$ cat config.mk
export PLATFORM = sky130hd
export DESIGN_NAME = lms_cell
export DESIGN_NICKNAME = d
export VERILOG_FILES = /design/src/rtl/lms_adaptive_fir_macros.svh /design/src/rtl/lms_pkg.sv /design/src/rtl/lms_cell.sv
export SDC_FILE = /design/constraint.sdc
export NUM_CORES = 2
export LEC_CHECK = 0
export ABC_AREA = 0
export BUFFER_PORTS_ARGS = -buffer_cell sky130_fd_sc_hd__clkbuf_2
export CAP_MARGIN = 20
export CORE_MARGIN = 4
export CORE_UTILIZATION = 55
export CTS_BUF_LIST = sky130_fd_sc_hd__clkbuf_8 sky130_fd_sc_hd__clkbuf_16
export CTS_CLUSTER_DIAMETER = 100
export CTS_CLUSTER_SIZE = 10
export DETAILED_ROUTE_END_ITERATION = 6
export PLACE_DENSITY = 0.72
export SETUP_SLACK_MARGIN = 0.3
export SLEW_MARGIN = 20
export SYNTH_ARGS = -nofsm -noshare
export SYNTH_HDL_FRONTEND = slang
export SYNTH_SLANG_ARGS = --single-unit
$ cat constraint.sdc
create_clock -name clk -period 7.2 [get_ports clk]
set_input_delay 0.36 -clock clk [delete_from_list [all_inputs] [get_ports clk]]
set_output_delay 0.36 -clock clk [all_outputs]
set_load 0.01 [all_outputs]
$ cat src/rtl/lms_adaptive_fir_macros.svh
// assertion macros for the lms adaptive fir block
`ifndef LMS_ADAPTIVE_FIR_MACROS_SVH
`define LMS_ADAPTIVE_FIR_MACROS_SVH

`ifndef NO_ASSERTIONS
`define LMS_ASSERT_IMPL(label, ante, cons) \
	label: assert property (@(posedge clk) disable iff (!arst_n) (ante) |-> (cons)) \
		else $error("lms assertion failed");
`define LMS_ASSERT_NEXT(label, ante, cons) \
	label: assert property (@(posedge clk) disable iff (!arst_n) (ante) |=> (cons)) \
		else $error("lms assertion failed");
`else
`define LMS_ASSERT_IMPL(label, ante, cons)
`define LMS_ASSERT_NEXT(label, ante, cons)
`endif

`endif

$ cat src/rtl/lms_pkg.sv
// shared widths, constants and types of the lms adaptive fir block
`default_nettype none

package lms_pkg;

	localparam int TAPS_DEF       = 8;
	localparam int WFB_DEF        = 29;

	localparam int SAMPLE_W       = 16;
	localparam int WEIGHT_W       = 32;
	localparam int PROD_W         = SAMPLE_W + WEIGHT_W;
	localparam int ERR_W          = 17;
	localparam int DPROD_W        = ERR_W + SAMPLE_W;
	localparam int SUM_W          = DPROD_W + 1;
	localparam int SHIFT_W        = 6;

	localparam logic [SHIFT_W-1:0] STEP_SHIFT_RST = 6'd40;

	typedef struct packed {
		logic shift;
		logic mul;
		logic acc;
		logic upd_mul;
		logic upd_add;
	} lms_ctrl_t;

endpackage

`default_nettype wire

$ cat src/rtl/lms_cell.sv
// one filter tap: sample, weight, product and weight update
`default_nettype none

module lms_cell import lms_pkg::*; (
	input  wire                              clk,
	input  wire                              arst_n,
	input  wire lms_ctrl_t                   ctrl,
	input  wire logic signed [SAMPLE_W-1:0]  x_in,
	input  wire logic signed [PROD_W-1:0]    prod_in,
	input  wire logic signed [ERR_W-1:0]     err,
	input  wire logic        [SHIFT_W-1:0]   step_shift,
	output logic signed [SAMPLE_W-1:0]       x_out,
	output logic signed [PROD_W-1:0]         prod_out
);

	logic signed [SAMPLE_W-1:0] x_q;
	logic signed [WEIGHT_W-1:0] w_q;
	logic signed [PROD_W-1:0]   prod_q;
	logic signed [DPROD_W-1:0]  dprod_q;
	logic signed [PROD_W-1:0]   prod_c;
	logic signed [DPROD_W-1:0]  dprod_c;
	logic signed [DPROD_W-1:0]  delta_c;
	logic signed [SUM_W-1:0]    sum_c;
	logic signed [WEIGHT_W-1:0] w_next;
	logic                       fits_c;

	assign prod_c  = PROD_W'(w_q) * PROD_W'(x_q);
	assign dprod_c = DPROD_W'(err) * DPROD_W'(x_q);
	assign delta_c = dprod_q >>> step_shift;
	assign sum_c   = SUM_W'(delta_c) + SUM_W'(w_q);
	assign fits_c  = (&sum_c[SUM_W-1:WEIGHT_W-1]) | ~(|sum_c[SUM_W-1:WEIGHT_W-1]);

	always_comb begin
		if (fits_c) begin
			w_next = sum_c[WEIGHT_W-1:0];
		end else if (sum_c[SUM_W-1]) begin
			w_next = {1'b1, {(WEIGHT_W-1){1'b0}}};
		end else begin
			w_next = {1'b0, {(WEIGHT_W-1){1'b1}}};
		end
	end

	always_ff @(posedge clk or negedge arst_n) begin
		if (!arst_n) begin
			x_q <= '0;
			w_q <= '0;
		end else begin
			if (ctrl.shift) begin
				x_q <= x_in;
			end
			if (ctrl.upd_add) begin
				w_q <= w_next;
			end
		end
	end

	always_ff @(posedge clk) begin
		if (ctrl.mul) begin
			prod_q <= prod_c;
		end else if (ctrl.acc) begin
			prod_q <= prod_in;
		end
		if (ctrl.upd_mul) begin
			dprod_q <= dprod_c;
		end
	end

	assign x_out    = x_q;
	assign prod_out = prod_q;

endmodule

`default_nettype wire

# After elaboration in Yosys (flattened, before gate mapping)
# Cells that the tools add are included.
[op_classes] addsub=1 n_mux=4 shift=1 n_lt_le_gt_ge=0 n_eq_ne=0 bitwise=2 mul=2 n_div=0 reduce_logical=3
[op_table] cell="48-bit 2-to-1 mux" n=2
[op_table] cell="32-bit 2-to-1 mux" n=2
[op_table] cell="32-bit by 16-bit multiplier with 48-bit output" n=1
[op_table] cell="33-bit by 32-bit adder with 34-bit output" n=1
[op_table] cell="17-bit by 16-bit multiplier with 33-bit output" n=1
[op_table] cell="33-bit by 6-bit >>> shifter with 33-bit output" n=1
[op_table] cell="3-bit AND reduction" n=1
[op_table] cell="3-bit OR reduction" n=1
[op_table] cell="2-bit nonzero test" n=1
[op_table] cell="1-bit NOT" n=1
[op_table] cell="1-bit bitwise OR" n=1
[totals] memories=0 ramBits=0 word_cells=17 ff_bits=129 out_inout_bits=64 romBits=0 latch_bits=0

# Logic depth before layout (Yosys ltp)
[depth] depth_word=6 mapped_depth=25 mapped_depth_nobuf=24

# Least setup slack after synthesis
# OpenSTA, ideal clock, no wires.
[synth_path] kind="flip-flop to flip-flop" from="register x_q[7] (netlist: x_out[7])" to="register prod_q[45] (netlist: prod_out[45]) (data pin)" path_buffers=2 setup_time_ps=260 period_less_slack_ps=6435 path_slack_ps=765 path_stages_with_launch=25 arrival_time_ps=6175 cell_sequence="dfrtp_1 clkbuf_1 clkbuf_1 nand2_1 fa_1 inv_1 fa_1 inv_1 fa_1 inv_1 fa_1 fa_1 inv_1 fa_1 inv_1 ha_1 nand2_1 o31ai_1 o311ai_0 a211oi_2 o2bb2ai_2 o31ai_2 a41oi_1 xnor2_1 mux2_2"
[synth_via] elab_chain_len=2
[synth_rtl] item="from (decl)" line="lms_cell.sv:16" source="logic signed [SAMPLE_W-1:0] x_q;"
[synth_rtl] item="from (signal assigned)" line="lms_cell.sv:49" source="x_q <= x_in;"
[synth_rtl] item="32-bit by 16-bit multiplier with 48-bit output" line="lms_cell.sv:27" source="assign prod_c = PROD_W'(w_q) * PROD_W'(x_q);"
[synth_rtl] item="48-bit 2-to-1 mux" line="lms_cell.sv:58" source="if (ctrl.mul) begin"
[synth_rtl] item="to (signal assigned)" line="lms_cell.sv:59" source="prod_q <= prod_c;"
[synth_rtl] item="to (signal assigned)" line="lms_cell.sv:61" source="prod_q <= prod_in;"
[synth_rtl] item="to (decl)" line="lms_cell.sv:18" source="logic signed [PROD_W-1:0] prod_q;"
# Every way passes these cells.
# A chain may end at the register's enable or synchronous reset.

# Worst setup path in the final report
[layout_path] from="register w_q[4]" to="register prod_q[38] (netlist: prod_out[38]) (data pin)"
[layout_via] elab_chain_len=2
[layout_rtl] item="from (decl)" line="lms_cell.sv:17" source="logic signed [WEIGHT_W-1:0] w_q;"
[layout_rtl] item="from (signal assigned)" line="lms_cell.sv:52" source="w_q <= w_next;"
[layout_rtl] item="32-bit by 16-bit multiplier with 48-bit output" line="lms_cell.sv:27"
[layout_rtl] item="48-bit 2-to-1 mux" line="lms_cell.sv:58"
# Every way passes these cells.

==> reports/qor.yml <==
route:
  ant_nets: 0
  first_pass_iters: 6
  drcViolationCount: 0
  vias_per_cell: 5.595
  wl_per_cell_um: 18.65
  vias: 28210
  routed_wl_mm: 94.01
  drt_iter0_drc: 1904
worst_setup_path:
  path_delay_family: "adder cells"
  required_ns: 7.44
  worstPathMaxFanout: 8
  path_buf_inv: 7
  cp_common_cell: "fa_1"
  worstPathArrival_ns: 6.88
  cp_cell_sequence: "buf_4, and2_1, fa_1, fa_1, ha_1, inv_1, fa_1, inv_1, fa_1, inv_1, fa_1, inv_1, ha_1, a2111oi_0, buf_4, a21boi_2, o21ai_1, a2111oi_4, buf_4, nor2_2, o31ai_2, a211o_1, a22o_1"
  worst-setup-path-type: "register to register"
  worst_setup_path_start_kind: "register"
  worstSetupEndpointType: "register"
  critical_path.slowest_cell: "fa_1"
  max_stage_delay_ns: 0.53
  worst-r2r-setup-slack_ns: 0.57
clocking:
  hold_buffers: 0
  root_buffer: "clkbuf_16"
  worstSkewPairLatency_ns: 0.50
  cts_tree: "done"
  clkTransAtPathRegs_ns: 0.07
  clockBufferDepth: 2
  cts_max_level: 4
  numCtsBuffers: 17
  cts.sinks: 129
yosys:
  synth_xor_area_frac: 0.02517
  synth_edf_count: 81
  synth_cell_type_count: 85
  async_flop_share: 0.3721
  syn_inst: 4086
  synthTopCellsByCount: "inv_1, fa_1, nand2_1"
  synth_top_area_share: 0.4140
  synth_area_um2: 36890
  synth_compound_area_frac: 0.08041
  synthSimpleGateAreaFrac: 0.1583
  synthMuxAreaShare: 0.03334
  synth_adder_area_share: 0.4924
  synth.top_cells.by_area: "fa_1, inv_1, ha_1"
  yosysWarningCount: 0
  yosysMostFrequentCell: "inv_1"
  synth_ff_type: "edfxtp_1"
  ys_ff_latch: 129
  synth.largest_area_cell: "fa_1"
  ys_seq_area_frac: 0.09849
  syn_area_per_cell_um2: 9.029
  syn_nets: 5174
  synth_top_family_by_area: "adder cells"
sta:
  fin_crit_sh: 0.9215
  slew_headroom: 0.3250
  max_freq_ghz: 0.1507
  setup_viol: 0
  worst_pin_slew_ns: 1.013
  finalSetupTns_ns: 0
  post-route-min-period_ns: 6.635
  hold_viol: 0
  rsz0062_at_grt: "false"
  finalMaxSlewViolations: 0
  clock_skew_ns: 0.02147
final_layout:
  synthToLayoutAreaGrowth_pct: 7.282
  num-nets-final: 5252
  fill_cells: 5718
  fin_area_um2: 39580
  final_layout_size_suffix_gt1_frac: 0.1068
outcome:
  status: "finished clean"
global_route:
  grt_pass1_vias: 30200
  grt_usage: 0.2781
  grt_first_pass_wirelength_mm: 155.9
  grt_max_degree: 53
  grt-ovfl-total: 0
  grt_antenna_before_repair: 2
place:
  io_buffers: 157
  placed_area_um2: 38740
  hpwlAfterDp_mm: 75.64
  gp_congestion: 0.9342
die:
  die_x_um: 267.0
  io_pins: 158
  row_count: 94
  start_util: 0.5581
  die_y_um: 267.0
  die_area_um2: 71280
  core_area_um2: 66100
flow_run:
  maxCapViolCount: 0
worst_hold_path:
  hold_path_class: "input pin to async pin"
-- cell type report --
| type | instances | area [µm²] | area share |
|---|---|---|---|
| Antenna cell | 1 | 2.502 | 0.00006323 |
| Clock buffer | 17 | 425.4 | 0.01075 |
| Clock inverter | 15 | 155.1 | 0.003920 |
| Inverter | 875 | 3284 | 0.08299 |
| Multi-Input combinational cell | 2878 | 29260 | 0.7392 |
| Sequential cell | 129 | 3674 | 0.09282 |
| Tap cell | 864 | 1081 | 0.02731 |
| Timing Repair Buffer | 263 | 1699 | 0.04293 |
-- sequential cells by signal (all words and copies together) (netlist names) --
signal / count
dprod_q: 33
w_q: 32
prod_out: 48
x_out: 16
-- cell usage in the layout (no fill, tap or decap), types with 26 or more instances in the layout --
cell type and instances:
inv_1 874, fa_1 763, nand2_1 575, and2_1 317, ha_1 230, nor2_1 170, clkbuf_2 157, a21oi_1 138
buf_4 93, xnor2_1 81, edfxtp_1 81, o21ai_0 65, mux2_2 51, nand3_1 50, a21o_1 48, nand2b_1 34
nor3_1 26, dfrtp_1 26
-- final timing paths --
check | from | to | cells after the start
setup reg to reg | w_q[4] | prod_out[38] | 23
setup / recovery | w_q[4] | prod_out[38] | 23
hold reg to reg | x_out[6] | x_out[6] | 1
max in group asynchronous | arst_n | x_out[5] | 2
hold / removal | arst_n | x_out[0] | 2
min in group clk | x_in[13] | x_out[13] | 2
-- per-layer routing --
metal  routed length, µm  track usage  vias up  part of all wire
met5                  35            0        -           0.00037
met4                5144       0.1368        4             0.055
met3                6070      0.03992      299             0.065
li1                    -            -    12610                 -
met2               46780       0.4755     1018              0.50
met1               35980       0.3492    14280              0.38
-- metrics by stage --
step | util | worst slack [ns] | hold WS [ns] | instances
after floorplan | - | 0.7648 | 0.06441 | 4086
after global placement | 0.5861 | 0.1222 | 0.5446 | 5000
after CTS | 0.5957 | 0.3092 | 0.02597 | 5035
final | 0.5988 | 0.5653 | 0.02629 | 5042
after detailed placement | 0.5861 | 0.03438 | 0.5510 | 5000
after global routing | 0.5987 | 0.3185 | 0.06633 | 5041
-- cells by family (layout without fill, tap and decap cells) --
group           Yosys count  in the layout
simple gates           1242           1242
buf+inv                1079           1170
fa+ha+maj               994            994
compound gates          442            442
flops                   129            129
xor+xnor                106            106
mux                      94             94
other cells               0              1
-- repair_timing --
| action | CTS | global route |
|---|---|---|
| setup buffers | 3 | 6 |
| hold endpoints to repair | 0 | 0 |
| gates resized for setup | 7 | 47 |
| endpoints found under the setup margin | 9 | 22 |
| pin swaps | 0 | 5 |
Power is not shown: default switching activity piles up to over one toggle a cycle in this logic, so the estimate is an artifact.
